**src/rtl/core/v2n_pkg.sv**
```systemverilog
// ---------------------------------------------------------------------------
// v2n_pkg
// Types, constants and step functions shared by the vector normaliser.
// ---------------------------------------------------------------------------
package v2n_pkg;

  localparam int DIV_STEPS = 29;
  localparam int MAG_STEPS = 16;
  localparam int SQ_STEPS  = 15;
  localparam int N_STAGES  = DIV_STEPS + SQ_STEPS;

  typedef struct packed {
    logic [30:0] ax2;
    logic [30:0] ay2;
    logic [31:0] sumsq;
    logic        sx;
    logic        sy;
    logic        zero;
  } front_t;

  typedef struct packed {
    logic [31:0] rx;
    logic [31:0] ry;
    logic [28:0] qx;
    logic [28:0] qy;
    logic [31:0] d;
    logic        nlx;
    logic        nly;
    logic [31:0] mv;
    logic [31:0] mr;
    logic [31:0] svx;
    logic [31:0] srx;
    logic [31:0] svy;
    logic [31:0] sry;
    logic        sx;
    logic        sy;
    logic        zero;
  } stage_t;

  typedef struct packed {
    logic [31:0] v;
    logic [31:0] root;
  } sq_t;

  typedef struct packed {
    logic [31:0] r;
    logic [28:0] q;
  } div_t;

  function automatic sq_t sqrt_step(logic [31:0] v, logic [31:0] root, logic [31:0] bitv);
    sq_t res;
    if (v >= root + bitv) begin
      res.v    = v - (root + bitv);
      res.root = (root >> 1) + bitv;
    end else begin
      res.v    = v;
      res.root = root >> 1;
    end
    return res;
  endfunction

  function automatic div_t div_step(logic [31:0] r, logic nb, logic [31:0] d,
                                    logic [28:0] q);
    div_t       res;
    logic [32:0] t;
    t = {r, nb};
    if (t >= {1'b0, d}) begin
      t     = t - {1'b0, d};
      res.q = {q[27:0], 1'b1};
    end else begin
      res.q = {q[27:0], 1'b0};
    end
    res.r = t[31:0];
    return res;
  endfunction

endpackage

```
**src/rtl/core/v2n_fifo.sv**
```systemverilog
// ---------------------------------------------------------------------------
// v2n_fifo
// Two-entry queue between front and back.
// ---------------------------------------------------------------------------
module v2n_fifo (
  input  logic            clk_i,
  input  logic            rst_ni,
  input  logic            push_i,
  output logic            full_o,
  input  v2n_pkg::front_t wdata_i,
  input  logic            pop_i,
  output logic            empty_o,
  output v2n_pkg::front_t rdata_o
);

  v2n_pkg::front_t mem_q [2];
  logic            wp_q, rp_q;
  logic [1:0]      cnt_q;
  logic            do_push, do_pop;

  assign full_o  = (cnt_q == 2'd2);
  assign empty_o = (cnt_q == 2'd0);
  assign rdata_o = mem_q[rp_q];
  assign do_push = push_i && !full_o;
  assign do_pop  = pop_i && !empty_o;

  always_ff @(posedge clk_i or negedge rst_ni) begin
    if (!rst_ni) begin
      wp_q  <= 1'b0;
      rp_q  <= 1'b0;
      cnt_q <= 2'd0;
    end else begin
      if (do_push) wp_q <= !wp_q;
      if (do_pop)  rp_q <= !rp_q;
      cnt_q <= cnt_q + 2'(do_push) - 2'(do_pop);
    end
  end

  always_ff @(posedge clk_i) begin
    if (do_push) begin
      mem_q[wp_q] <= wdata_i;
    end
  end

endmodule

```
**config.mk**
```make
export PLATFORM = sky130hd
export DESIGN_NAME = v2n_fifo
export DESIGN_NICKNAME = d
export VERILOG_FILES = /design/src/rtl/core/v2n_pkg.sv /design/src/rtl/core/v2n_fifo.sv
export SDC_FILE = /design/constraint.sdc
export NUM_CORES = 1
export LEC_CHECK = 0
export BUFFER_PORTS_ARGS = -buffer_cell sky130_fd_sc_hd__buf_2
export CORE_MARGIN = 2
export CORE_UTILIZATION = 35
export DETAILED_ROUTE_END_ITERATION = 10
export GPL_ROUTABILITY_DRIVEN = 0
export MAX_ROUTING_LAYER = met4
export PLACE_DENSITY_LB_ADDON = 0.2
export SYNTH_ARGS = -nofsm -noshare
export SYNTH_HDL_FRONTEND = slang
export SYNTH_SLANG_ARGS = --single-unit
```
**constraint.sdc**
```tcl
create_clock -name clk_i -period 11.8 [get_ports clk_i]
set_input_delay 2.36 -clock clk_i [delete_from_list [all_inputs] [get_ports clk_i]]
set_output_delay 2.36 -clock clk_i [all_outputs]
set_load 0.01 [all_outputs]
```
* After elaboration in Yosys (flattened, before gate mapping)
Memory sizes are Yosys's and may differ from the RTL's.
Index checks and enable logic that the tools add are counted.
** Word-level totals
- Register bits after elaboration :: 4
- Bits in latches :: 0
- Memory bits (writable) :: 194
- Memory bits (read-only) :: 0
- Input port bits :: 101
- Output and inout port bits :: 99
- Word-level logic and storage cells :: 16
- Memories kept :: 1
** Operators by class
- $add $sub $neg :: 2
- Multiply operators :: 0
- Div/mod/pow operators :: 0
- Order comparisons :: 0
- Eq/ne operators :: 1
- Shifts and indexed selects :: 0
- Mux-type cells :: 2
- Bitwise logic cells :: 0
- Reduce and logical (&&, ||, !) cells :: 7
** Memories
- mem_q :: words 2, bits a word 97, read ports 1, clocked after Yosys merged registers in 0, write ports 1, line v2n_fifo.sv:16 : v2n_pkg::front_t mem_q [2];
** Operators by type and width (count)
- 1-bit logical NOT :: 4
- 2-bit by 1-bit adder with 2-bit output :: 1
- 2-bit == test (second input constant) :: 1
- 1-bit logical AND :: 2
- 2-bit logical NOT :: 1
- 1-bit two-way mux :: 2
- 2-bit by 1-bit subtractor with 2-bit output :: 1

* Depth between registers and ports, before layout
- Depth in word-level cells :: 5
- Gate-level depth with buffers :: 7
- Mapped depth without buffers :: 7

* Worst setup path before layout
No wires, ideal clock.
- Path kind :: input to register
- Start point :: input port push_i
- End point :: memory mem_q[0][0] (netlist bit) (enable)
- Setup time :: 0.553 ns
- Arrival :: 6.493 ns
- Data required time :: 11.247 ns
- Setup slack :: 4.754 ns
- Cell stages on the path :: 2
- Path buffers :: 0
- Cells stage by stage :: nand2_1 nor2_1
** Between the ends
- Longest elaborated chain between the ends :: 3
** RTL lines
- start, declared :: line v2n_fifo.sv:8 : input logic push_i,
- 1-bit logical AND :: line v2n_fifo.sv:24 : assign do_push = push_i && !full_o;
- 1-bit two-way mux :: line v2n_fifo.sv:40 : if (do_push) begin
- 1-bit two-way mux (implied by the code) :: line v2n_fifo.sv:41 : mem_q[wp_q] <= wdata_i;
- end, declared :: line v2n_fifo.sv:16
Every way passes these cells.

==> results.toml <==
[routing]
drtPass1Iterations = 4
drcViolationCount = 0
ant_nets = 0
wl_per_cell_um = 16.6
routed_via_density = 4.44
drt_iter0_markers = 201
via_count = 3615
wirelength_mm = 13.5

[sta]
setup_violations = 0
rsz0062_at_grt = "false"
fmax_ghz = 0.200
final_hold_viol_count = 0
drv_slew = 0
skew_ns = 0.0112
worst_slew_pin_slew_ns = 0.923
holdWs_ns = 0.510
fin_setup_tns_ns = 0
period_share_pct = 42.4
period_minus_slack_ns = 5.00
slew-limit-headroom_pct = 38.5

[flow_run]
drv_cap = 0

[clock_tree]
insertion_delay_ns = 0.42
clockRootBuffer = "clkbuf_16"
numCtsBuffers = 17
cts-resized-gates = 0
cts_sinks = 198
cts_buffer_depth = 2
cts_tree = "built"
cts-htree-levels = 4
ctsHoldBuffers = 0
cts_setup_buffers = 0
cts.clk_slew.worst_paths_ns = 0.06

[die]
core_sq_um = 20300
rows = 52
die_x_um = 148
die-area_sq_um = 21900
io-pin-count = 200
start_util_pct = 35.8
die_y_um = 148

[grt]
grt_pass1_vias = 3981
grt_max_degree = 67
grt_use_total_pct = 13.0
antenna_found_initial = 0
grt_pass1_wl_mm = 20.8
grt.overflow.total = 0

[finish]
layout_common_cells = "buf_2, edfxtp_1, mux2_2, mux2_4, clkbuf_16"
drive_above_1_share_pct = 61.0
syn2layout_area_growth_pct = 25.8
fin_nets = 634
postLayoutCoreUtil_pct = 45.1
num_antenna_cells = 0
mostFrequentLayoutCell = "buf_2"

[power]
sw_frac_of_total_pct = 29.0
p_leak_nw = 3.45
pwr-share-seq_pct = 45.9
switchingPower_mw = 0.647
internal-power_mw = 1.58
finalPower_mw = 2.23
clkPwrFrac_pct = 25.3
peakVddDrop_v = 0.000109
p_per_area_nw_per_um2 = 244
power_frac_comb_pct = 28.8

[status]
outcome = "finished, final reports clean"

[worst_setup_path]
cp.arrival_ns = 2.64
cp_max_fo = 66
setup.worst_path.class = "reg2out"
critPathRequiredTime_ns = 9.44
critPathLaunchType = "flip-flop"
critPathCaptureType = "primary output"

[yosys]
ys_seq_elements = 198
synth_cells = 320
yosysWarnings = 0
synth_area_per_cell_sq_um = 22.7
syn_area_sq_um = 7270
yosysSeqAreaShare_pct = 81.5
synth_nets = 423
synthDistinctLibCells = 15

[placed_design]
dp_hpwl_mm = 8.90
io_buffers = 199

[min_path]
worst_hold_path_type = "reg2reg"
==> kinds of logic after synthesis <==
logic type    Yosys count  share of synthesized area [%]
mux                    97                           16.1
xor+xnor                4                          0.482
buf+inv                13                           1.20
simple gates            6                          0.413
fa+ha+maj               2                          0.344
flops                 198                           81.5
==> critical path, stage by stage (launching register included) <==
cell     delay (ns)
dfrtp_4        0.78
buf_4          0.78
mux2_2         0.43
buf_2          0.15
==> layer usage <==
| metal | global-route usage [%] | part of all wire [%] | vias to the layer above |
|---|---|---|---|
| met5 | - | 0 | - |
| met1 | 15.2 | 41 | 1777 |
| met3 | 5.61 | 9.0 | 7 |
| met2 | 20.7 | 49 | 139 |
| met4 | 3.29 | 0.76 | 0 |
| li1 | - | - | 1692 |
==> state kept, by name, summed over array words and instances (netlist names) <==
name   count
mem_q    194
wp_q       1
cnt_q      2
rp_q       1
==> power groups by stage <==
stage / Clock (mW) / Sequential [mW] / Combinational (mW)
final: 0.564 / 1.02 / 0.643
after global routing: 0.613 / 1.04 / 0.703
after CTS: 0.582 / 1.03 / 0.661
after detailed placement: 0 / 1.04 / 0.659
after global placement: 0 / 1.04 / 0.659
after floorplan: 0 / 1.02 / 0.451
==> cell usage after synthesis <==
cell | number | area [sq um]
nand2b_1 | 1 | 6.26
ha_1 | 2 | 25.0
nor2b_1 | 1 | 6.26
inv_1 | 2 | 7.51
xnor2_1 | 3 | 26.3
mux2_4 | 20 | 300
xor2_1 | 1 | 8.76
mux2_2 | 77 | 867
nand2_1 | 1 | 3.75
buf_6 | 4 | 45.0
and3_1 | 1 | 6.26
edfxtp_1 | 194 | 5830
buf_2 | 7 | 35.0
nor2_1 | 2 | 7.51
dfrtp_1 | 4 | 100
==> metrics by stage <==
stage | setup WS [ns] | instance area [sq um] | instances
after detailed placement | 7.19 | 8570 | 782
after global routing | 6.62 | 9150 | 814
after global placement | 7.17 | 8570 | 782
after floorplan | 4.75 | 7270 | 320
final | 6.80 | 9150 | 814
after CTS | 6.73 | 9150 | 814
==> cell type report <==
| class | count | area, sq um |
|---|---|---|
| clock buffer | 18 | 429 |
| fill | 1855 | 11100 |
| inverter | 2 | 7.51 |
| timing repair buffer | 203 | 1030 |
| sequential | 198 | 5930 |
| multi-input combinational | 109 | 1270 |
| clock inverter | 14 | 150 |
| tap | 270 | 338 |
==> path summary, 6_finish.rpt <==
check / slack, ns / start / depth (start not counted) / end
setup reg to reg: 9.49 / cnt_q[1]$_DFF_PN0_ / 3 / mem_q[1][37]$_DFFE_PP_
hold reg to reg: 0.51 / cnt_q[1]$_DFF_PN0_ / 1 / cnt_q[1]$_DFF_PN0_
max in group asynchronous: 9.92 / rst_ni / 1 / rp_q$_DFFE_PN0P_
hold / removal: 0.51 / cnt_q[1]$_DFF_PN0_ / 1 / cnt_q[1]$_DFF_PN0_
min in group asynchronous: 1.74 / rst_ni / 1 / cnt_q[0]$_DFF_PN0_
setup / recovery: 6.80 / rp_q$_DFFE_PN0P_ / 3 / rdata_o[4]
Note: power is estimated with default switching activity, not from simulation.
