File: config.mk
export PLATFORM = sky130hd
export DESIGN_NAME = v2n_front
export DESIGN_NICKNAME = d
export VERILOG_FILES = /design/src/rtl/core/v2n_pkg.sv /design/src/rtl/core/v2n_front.sv
export SDC_FILE = /design/constraint.sdc
export NUM_CORES = 1
export LEC_CHECK = 0
export ABC_AREA = 1
export BUFFER_PORTS_ARGS = -buffer_cell sky130_fd_sc_hd__buf_2
export CORE_UTILIZATION = 58
export CTS_CLUSTER_DIAMETER = 30
export DETAILED_ROUTE_END_ITERATION = 7
export GPL_TIMING_DRIVEN = 1
export PLACE_DENSITY = 0.87
export SYNTH_ARGS = -nofsm -noshare
export SYNTH_HDL_FRONTEND = slang
export SYNTH_SLANG_ARGS = --single-unit
File: constraint.sdc
create_clock -name clk_i -period 6 [get_ports clk_i]
set_clock_uncertainty 0.15 [all_clocks]
set_input_delay 1.2 -clock clk_i [delete_from_list [all_inputs] [get_ports clk_i]]
set_output_delay 1.2 -clock clk_i [all_outputs]
set_load 0.01 [all_outputs]
File: src/rtl/core/v2n_pkg.sv
// ---------------------------------------------------------------------------
// v2n_pkg
// Types, constants and step functions shared by the vector normaliser.
// ---------------------------------------------------------------------------
package v2n_pkg;

  localparam int DIV_STEPS = 29;
  localparam int MAG_STEPS = 16;
  localparam int SQ_STEPS  = 15;
  localparam int N_STAGES  = DIV_STEPS + SQ_STEPS;

  typedef struct packed {
    logic [30:0] ax2;
    logic [30:0] ay2;
    logic [31:0] sumsq;
    logic        sx;
    logic        sy;
    logic        zero;
  } front_t;

  typedef struct packed {
    logic [31:0] rx;
    logic [31:0] ry;
    logic [28:0] qx;
    logic [28:0] qy;
    logic [31:0] d;
    logic        nlx;
    logic        nly;
    logic [31:0] mv;
    logic [31:0] mr;
    logic [31:0] svx;
    logic [31:0] srx;
    logic [31:0] svy;
    logic [31:0] sry;
    logic        sx;
    logic        sy;
    logic        zero;
  } stage_t;

  typedef struct packed {
    logic [31:0] v;
    logic [31:0] root;
  } sq_t;

  typedef struct packed {
    logic [31:0] r;
    logic [28:0] q;
  } div_t;

  function automatic sq_t sqrt_step(logic [31:0] v, logic [31:0] root, logic [31:0] bitv);
    sq_t res;
    if (v >= root + bitv) begin
      res.v    = v - (root + bitv);
      res.root = (root >> 1) + bitv;
    end else begin
      res.v    = v;
      res.root = root >> 1;
    end
    return res;
  endfunction

  function automatic div_t div_step(logic [31:0] r, logic nb, logic [31:0] d,
                                    logic [28:0] q);
    div_t       res;
    logic [32:0] t;
    t = {r, nb};
    if (t >= {1'b0, d}) begin
      t     = t - {1'b0, d};
      res.q = {q[27:0], 1'b1};
    end else begin
      res.q = {q[27:0], 1'b0};
    end
    res.r = t[31:0];
    return res;
  endfunction

endpackage

File: src/rtl/core/v2n_front.sv
// ---------------------------------------------------------------------------
// v2n_front
// Takes items, forms absolute values, squares, sum and zero flag.
// ---------------------------------------------------------------------------
module v2n_front (
  input  logic            clk_i,
  input  logic            rst_ni,
  input  logic            in_valid_i,
  output logic            in_ready_o,
  input  logic [15:0]     x_i,
  input  logic [15:0]     y_i,
  output logic            out_valid_o,
  input  logic            out_ready_i,
  output v2n_pkg::front_t out_data_o
);

  logic            v_q;
  v2n_pkg::front_t d_q, d_d;
  logic [15:0]     ax, ay;
  logic [31:0]     px, py;

  assign in_ready_o  = !v_q || out_ready_i;
  assign out_valid_o = v_q;
  assign out_data_o  = d_q;

  always_comb begin
    ax       = x_i[15] ? 16'(-x_i) : x_i;
    ay       = y_i[15] ? 16'(-y_i) : y_i;
    px       = ax * ax;
    py       = ay * ay;
    d_d.ax2   = px[30:0];
    d_d.ay2   = py[30:0];
    d_d.sumsq = px + py;
    d_d.sx    = x_i[15];
    d_d.sy    = y_i[15];
    d_d.zero  = (x_i == '0) && (y_i == '0);
  end

  always_ff @(posedge clk_i or negedge rst_ni) begin
    if (!rst_ni) begin
      v_q <= 1'b0;
    end else if (in_ready_o) begin
      v_q <= in_valid_i;
    end
  end

  always_ff @(posedge clk_i) begin
    if (in_ready_o && in_valid_i) begin
      d_q <= d_d;
    end
  end

endmodule

==> impl_results.rst, run 1 <==
.. list-table::
   :header-rows: 1

   * - Metric
     - Value
   * - Vias in the first global route
     - 31.46k
   * - Avg Synthesized Cell Area
     - 8.378 um^2
   * - Floorplan die width
     - 187.6 um
   * - Number of clock sinks seen by CTS
     - 96
   * - Post-synth EDFFs
     - 95
   * - Quantity of I/O buffers inserted on ports
     - roughly 130
   * - Post-Synth Simple-Gate Area
     - 0.1817
   * - Inserted Clock Buffers
     - 9
   * - Stop err
     - [ERROR GRT-0116] Global routing finished with congestion. Check the congestion regions in the DRC Viewer.
   * - Result of the run
     - aborted with a tool error
   * - Buffers from clock root to sink, at most
     - 2
   * - Synth unique cells
     - 52
   * - Synthesized instance count
     - 2385
   * - Cts hold-fix bufs
     - 0
   * - Total grt overflow
     - 211
   * - Half-perimeter wire length after placement
     - 59470 um
   * - Top-level port count
     - 135
   * - Total global routing track utilization
     - 0.8506
   * - Pin count of the biggest net entering global routing
     - 37
   * - Synthesized-area fraction occupied by ao, oa, aoi and oai cells
     - 0.04296
   * - Total number of placement rows
     - 67
   * - Total number of yosys warnings
     - 0
   * - Vertical die dimension
     - 187.6 um
   * - Terminating stage of the flow
     - global routing (5_1_grt)
   * - Multiplexer share of the synthesized area
     - 0
   * - Xor/xnor cell area share of the yosys netlist
     - 0.04070
   * - Top FF cell, synth
     - sky130_fd_sc_hd__edfxtp_1
   * - Async SR Flop Fraction
     - 0.01042
   * - Dominant combinational cell family by area after synthesis
     - adder cells
   * - Minimum setup slack after placement
     - -3.492 ns
   * - Initial Util
     - 0.5929
   * - Yosys reg bits
     - 96
   * - Final RePlAce weighted congestion
     - roughly 1
   * - Root buffer cell
     - sky130_fd_sc_hd__clkbuf_16
   * - H-tree depth
     - 3
   * - Sequential-to-total area share from yosys stat
     - 0.1440
   * - Share of synthesized cell area in full adder, half adder and majority cells
     - 0.4689
   * - Netlist area before placement
     - 19980 um^2
   * - Wire length of the first global-routing pass
     - 217600 um
[metal layers]
| layer | overflow | track usage |
|---|---|---|
| met2 | 106 | 0.9655 |
| met5 | 0 | 0.4739 |
| met1 | 1 | 0.8324 |
| met3 | 4 | 0.7563 |
| met4 | 100 | 0.8871 |
[through the flow]
stage,std cells,cell area [um^2],hold slack [ns],TNS [ns]
after floorplan,2409,21190,0.4814,-78.08
after global placement,3569,26790,0.4183,-113.65
after detailed placement,3569,26790,0.4923,-146.89
after CTS,3724,31060,0.4430,-96.20
[cells by family after synthesis]
logic type               count (synthesis)
other                                    2
adder cells (fa/ha/maj)                555
flip-flops                              96
AND/OR/NAND/NOR                        851
XOR/XNOR                                92
AO/OA/AOI/OAI                          149
buffers and inverters                  640
[cell usage after synthesis (2+ instances only)]
cell type / count / share of area
sky130_fd_sc_hd__or3_1: 6 / 0.0019
sky130_fd_sc_hd__and2_1: 2 / 0.00063
sky130_fd_sc_hd__a31oi_1: 7 / 0.0022
sky130_fd_sc_hd__a21oi_1: 72 / 0.018
sky130_fd_sc_hd__o21ai_1: 3 / 0.00075
sky130_fd_sc_hd__ha_1: 232 / 0.15
sky130_fd_sc_hd__nor2_4: 4 / 0.0023
sky130_fd_sc_hd__a21oi_2: 2 / 0.00088
sky130_fd_sc_hd__a21boi_0: 2 / 0.00075
sky130_fd_sc_hd__a211oi_1: 3 / 0.0011
sky130_fd_sc_hd__nor2_1: 204 / 0.038
sky130_fd_sc_hd__o211ai_1: 5 / 0.0019
sky130_fd_sc_hd__inv_1: 591 / 0.11
sky130_fd_sc_hd__inv_2: 16 / 0.0030
sky130_fd_sc_hd__o21ai_0: 28 / 0.0070
sky130_fd_sc_hd__nor2_2: 11 / 0.0034
sky130_fd_sc_hd__edfxtp_1: 95 / 0.14
sky130_fd_sc_hd__nor3_2: 2 / 0.0010
sky130_fd_sc_hd__clkinv_1: 4 / 0.00075
sky130_fd_sc_hd__a21o_1: 6 / 0.0023
sky130_fd_sc_hd__nand3_2: 6 / 0.0030
sky130_fd_sc_hd__xnor2_1: 42 / 0.018
sky130_fd_sc_hd__o21bai_1: 15 / 0.0056
sky130_fd_sc_hd__fa_1: 323 / 0.32
sky130_fd_sc_hd__buf_2: 4 / 0.0010
sky130_fd_sc_hd__nand3_1: 59 / 0.015
sky130_fd_sc_hd__or2_1: 2 / 0.00063
sky130_fd_sc_hd__nand2_2: 17 / 0.0053
sky130_fd_sc_hd__a31o_2: 2 / 0.00088
sky130_fd_sc_hd__o31ai_1: 2 / 0.00075
sky130_fd_sc_hd__conb_1: 2 / 0.00038
sky130_fd_sc_hd__nor3_1: 14 / 0.0035
sky130_fd_sc_hd__nor4_1: 3 / 0.00094
sky130_fd_sc_hd__nand2_4: 2 / 0.0011
sky130_fd_sc_hd__clkbuf_1: 21 / 0.0039
sky130_fd_sc_hd__xor2_1: 49 / 0.021
sky130_fd_sc_hd__nand2_1: 482 / 0.091
sky130_fd_sc_hd__or2_2: 7 / 0.0022
sky130_fd_sc_hd__nand4_1: 19 / 0.0059
sky130_fd_sc_hd__buf_4: 2 / 0.00075
sky130_fd_sc_hd__nand3b_1: 6 / 0.0023
[repair_timing]
action                                 CTS
endpoints found under the hold margin    0
buffers inserted                       147
setup endpoints to repair               74
gates resized for setup                654
pin swaps                              255
==> run 2, diff against run 1 <==
- CORE_UTILIZATION: 58 -> 40
- CTS_CLUSTER_DIAMETER: 30 -> unset
- PLACE_DENSITY: 0.87 -> unset
- PLACE_DENSITY_LB_ADDON: unset -> 0.15
- clock period: 6 -> 7.8 ns (I/O delays scaled with it)
==> impl_results.rst, run 2 <==
.. list-table::
   :header-rows: 1

   * - Metric
     - Value
   * - Final wirelength
     - 62180 um
   * - Initial Util
     - 0.4065 (-0.1864)
   * - Residual DRC count
     - 0
   * - Filler cells
     - 4156
   * - Reg2reg path depth
     - 2
   * - Root buffer cell
     - sky130_fd_sc_hd__clkbuf_16
   * - Tightest Hold Check Type
     - reg -> reg
   * - Number of antenna violations at the first check in global routing
     - 0
   * - Reg-to-Reg End
     - out_data_o[78]
   * - Half-perimeter wire length after placement
     - 52170 um (-12%)
   * - Worst Path Arrival
     - slightly below 9 ns
   * - Sequential-to-total area share from yosys stat
     - 0.1440 (unchanged)
   * - Number of violations reported at the end of detailed-routing iteration 0
     - 650
   * - Async SR Flop Fraction
     - 0.01042 (unchanged)
   * - Critical Path Source Type
     - input pin
   * - Type of the worst setup path
     - in -> reg
   * - Area share of the largest cell type after synthesis
     - 0.3236 (unchanged)
   * - Final RePlAce weighted congestion
     - 1.026 (-0.19%)
   * - Flop2flop setup slack
     - 5.18 ns
   * - Total global routing track utilization
     - 0.2482
   * - Commonest cells after routing, fill and taps aside
     - 629 x sky130_fd_sc_hd__buf_4, 540 x sky130_fd_sc_hd__inv_1, 359 x sky130_fd_sc_hd__nand2_1
   * - Largest stage delay on the critical path
     - ~0.58 ns
   * - Pin count of the biggest net entering global routing
     - 67
   * - Synthesized instance count
     - 2385 (unchanged)
   * - Multi-input gate area in the final layout
     - 17540 um^2
   * - Fraction of final layout cells sized beyond drive strength 1
     - 0.4234
   * - Utilization after layout
     - 0.6158
   * - Worst EP required
     - 7.78 ns
   * - Quantity of I/O buffers inserted on ports
     - 132 (unchanged)
   * - Relative max-transition margin
     - 0.3533
   * - Most common cell in the synthesized netlist
     - sky130_fd_sc_hd__inv_1
   * - Period utilization
     - 1.129
   * - Post-route worst hold slack
     - 0.4324 ns
   * - Top-level port count
     - 135 (unchanged)
   * - Synth unique cells
     - 52 (unchanged)
   * - Post-synth EDFFs
     - 95 (unchanged)
   * - Avg Synthesized Cell Area
     - 8.378 um^2 (unchanged)
   * - Die area
     - 50850 um^2
   * - Remaining antenna violation count after routing
     - 0
   * - Most frequent cells after synthesis
     - 591 x sky130_fd_sc_hd__inv_1, 482 x sky130_fd_sc_hd__nand2_1, 323 x sky130_fd_sc_hd__fa_1, 232 x sky130_fd_sc_hd__ha_1, 204 x sky130_fd_sc_hd__nor2_1
   * - H-tree depth
     - 3 (unchanged)
   * - Most common cell type on the critical path
     - sky130_fd_sc_hd__fa_1
   * - Vias in the first global route
     - between 15k and 20k
   * - Hold Path Stages
     - 2
   * - Clock insertion delay at the later pin of the skew report
     - between 0.3 and 0.4 ns
   * - Result of the run
     - finished, violations left
   * - Slowest stage cell on the critical path
     - sky130_fd_sc_hd__fa_1
   * - TritonCTS clock tree
     - done
   * - Flip-flop count of the largest register after layout
     - 95
   * - Largest area contributor in the netlist
     - sky130_fd_sc_hd__fa_1
   * - Critical path peak fanout
     - 5
   * - Post-placement cell area
     - 26560 um^2 (-0.85%)
   * - Synth top area cells
     - sky130_fd_sc_hd__fa_1 32%, sky130_fd_sc_hd__ha_1 15%, sky130_fd_sc_hd__edfxtp_1 14%
   * - Ratio of routed vias to standard cells
     - 4.651
   * - Inserted Clock Buffers
     - 9 (unchanged)
   * - Yosys reg bits
     - 96 (unchanged)
   * - Average wire per standard cell
     - 15.96 um
   * - Wire length of the first global-routing pass
     - 96860 um
   * - Clock-pin slew on the worst setup and hold paths
     - 0.07 ns
   * - Hold Path Origin
     - out_valid_o
   * - Top FF cell, synth
     - sky130_fd_sc_hd__edfxtp_1
   * - RSZ-0062 raised after global routing
     - true
   * - Floorplan Core Area
     - 49150 um^2
   * - Cts hold-fix bufs
     - 0 (unchanged)
   * - Finish-stage setup viols
     - 22
   * - Sequential cell area
     - 2878 um^2
   * - Floorplan die width
     - 225.5 um (+20%)
   * - Achievable frequency
     - between 100 and 150 MHz
   * - Start of the worst register-to-register path
     - out_valid_o
   * - Total of max-cap violations
     - 0
   * - Endpoints failing hold
     - 0
   * - Final critical-path setup slack
     - -1.005 ns
   * - Layout net count
     - 3817
   * - Vertical die dimension
     - 225.5 um (+20%)
   * - Commonest non-fill, non-tap cell in the layout
     - sky130_fd_sc_hd__buf_4
   * - Violated checks
     - negative setup slack
   * - Min-Delay Endpoint
     - out_valid_o
   * - Drt pass-1 iters
     - 5
   * - Detailed-route via count
     - 18.12k
   * - Total count of max-transition violations in the final report
     - 0
   * - Worst slew pin tran
     - 0.9701 ns
   * - Buffers from clock root to sink, at most
     - 2 (unchanged)
   * - Crit path capture type
     - flip-flop
   * - Final design area excluding fillers
     - 30270 um^2
   * - Area growth syn-to-layout
     - 51.49%
   * - Netlist area before placement
     - 19980 um^2 (unchanged)
   * - Total number of placement rows
     - 81 (+21%)
   * - Number of clock sinks seen by CTS
     - 96 (unchanged)
   * - Clock period minus worst slack
     - 8.805 ns
   * - Total grt overflow
     - 0
   * - Total number of yosys warnings
     - 0 (unchanged)
[run 2: what timing repair did]
action | 4_1_cts | 5_1_grt
pin swaps | 102 | 166
setup endpoints to repair | 31 | 41
hold endpoints to repair | 0 | 0
gates resized for setup | 217 | 356
setup buffers | 67 | 56
[run 2: metal layers]
| metal | vias up | routed length [um] | GRT usage |
|---|---|---|---|
| met1 | 8843 | 25190 | 0.2931 |
| met2 | 318 | 32490 | 0.4543 |
| met5 | - | 0 | 0 |
| met4 | 0 | 2967 | 0.1200 |
| met3 | 122 | 1525 | 0.01786 |
| li1 | 8836 | - | - |
[run 2: cell families after synthesis]
| logic type | after synthesis | share of synthesized area |
|---|---|---|
| adders and majority gates | 555 | 0.4689 |
| and+or+nand+nor | 851 | 0.1817 |
| AOI/OAI and AO/OA | 149 | 0.04296 |
| DFF | 96 | 0.1440 |
| buffers and inverters | 640 | 0.1214 |
| other | 2 | 0.0003759 |
| xor gates and xnor gates | 92 | 0.04070 |
[run 2: final cells by class]
cell class                      instances  share of cell area
Tap cell                              664             0.02745
Clock inverter                          7            0.003390
Sequential cell                        96             0.09508
Inverter                              612             0.07763
Multi-Input combinational cell       1673              0.5795
Antenna cell                            1          0.00008268
Timing Repair Buffer                  834              0.2094
Clock buffer                            9            0.007441
[run 2: worst max-delay path: cells and delay by family]
kind,cells,cell delay [ns]
AO/OA/AOI/OAI,1,0.18
XOR/XNOR,3,0.40
adder cells (fa/ha/maj),8,3.61
buffers and inverters,12,1.21
AND/OR/NAND/NOR,15,1.80
[run 2: metrics by stage]
stage | cells | TNS, ns | setup slack (ns)
6_report | 3896 | -13.87 | -1.005
5_1_grt | 3895 | -22.59 | -1.334
4_1_cts | 3857 | -12.66 | -0.9166
3_5_place_dp | 3777 | -34.10 | -1.634
3_3_place_gp | 3777 | -30.31 | -1.509
2_1_floorplan | 2409 | -9.447 | -0.9211
[run 2: how the worst max path moves through the flow]
| stage | from | cells past startpoint | end | slack, ns |
|---|---|---|---|---|
| 6_report | x_i[3] | 39 | out_data_o[29] | -1.00 |
| 5_1_grt | x_i[3] | 42 | out_data_o[34] | -1.33 |
| 4_1_cts | x_i[0] | 42 | out_data_o[34] | -0.92 |
| 3_5_place_dp | x_i[3] | 40 | out_data_o[34] | -1.63 |
| 3_3_place_gp | x_i[0] | 38 | out_data_o[31] | -1.51 |
| 2_1_floorplan | x_i[0] | 38 | out_data_o[34] | -0.92 |
Power of run 2 is left out: the tool's default activity adds up to more than one toggle a clock period on the data nets, which glitch-free logic cannot reach.
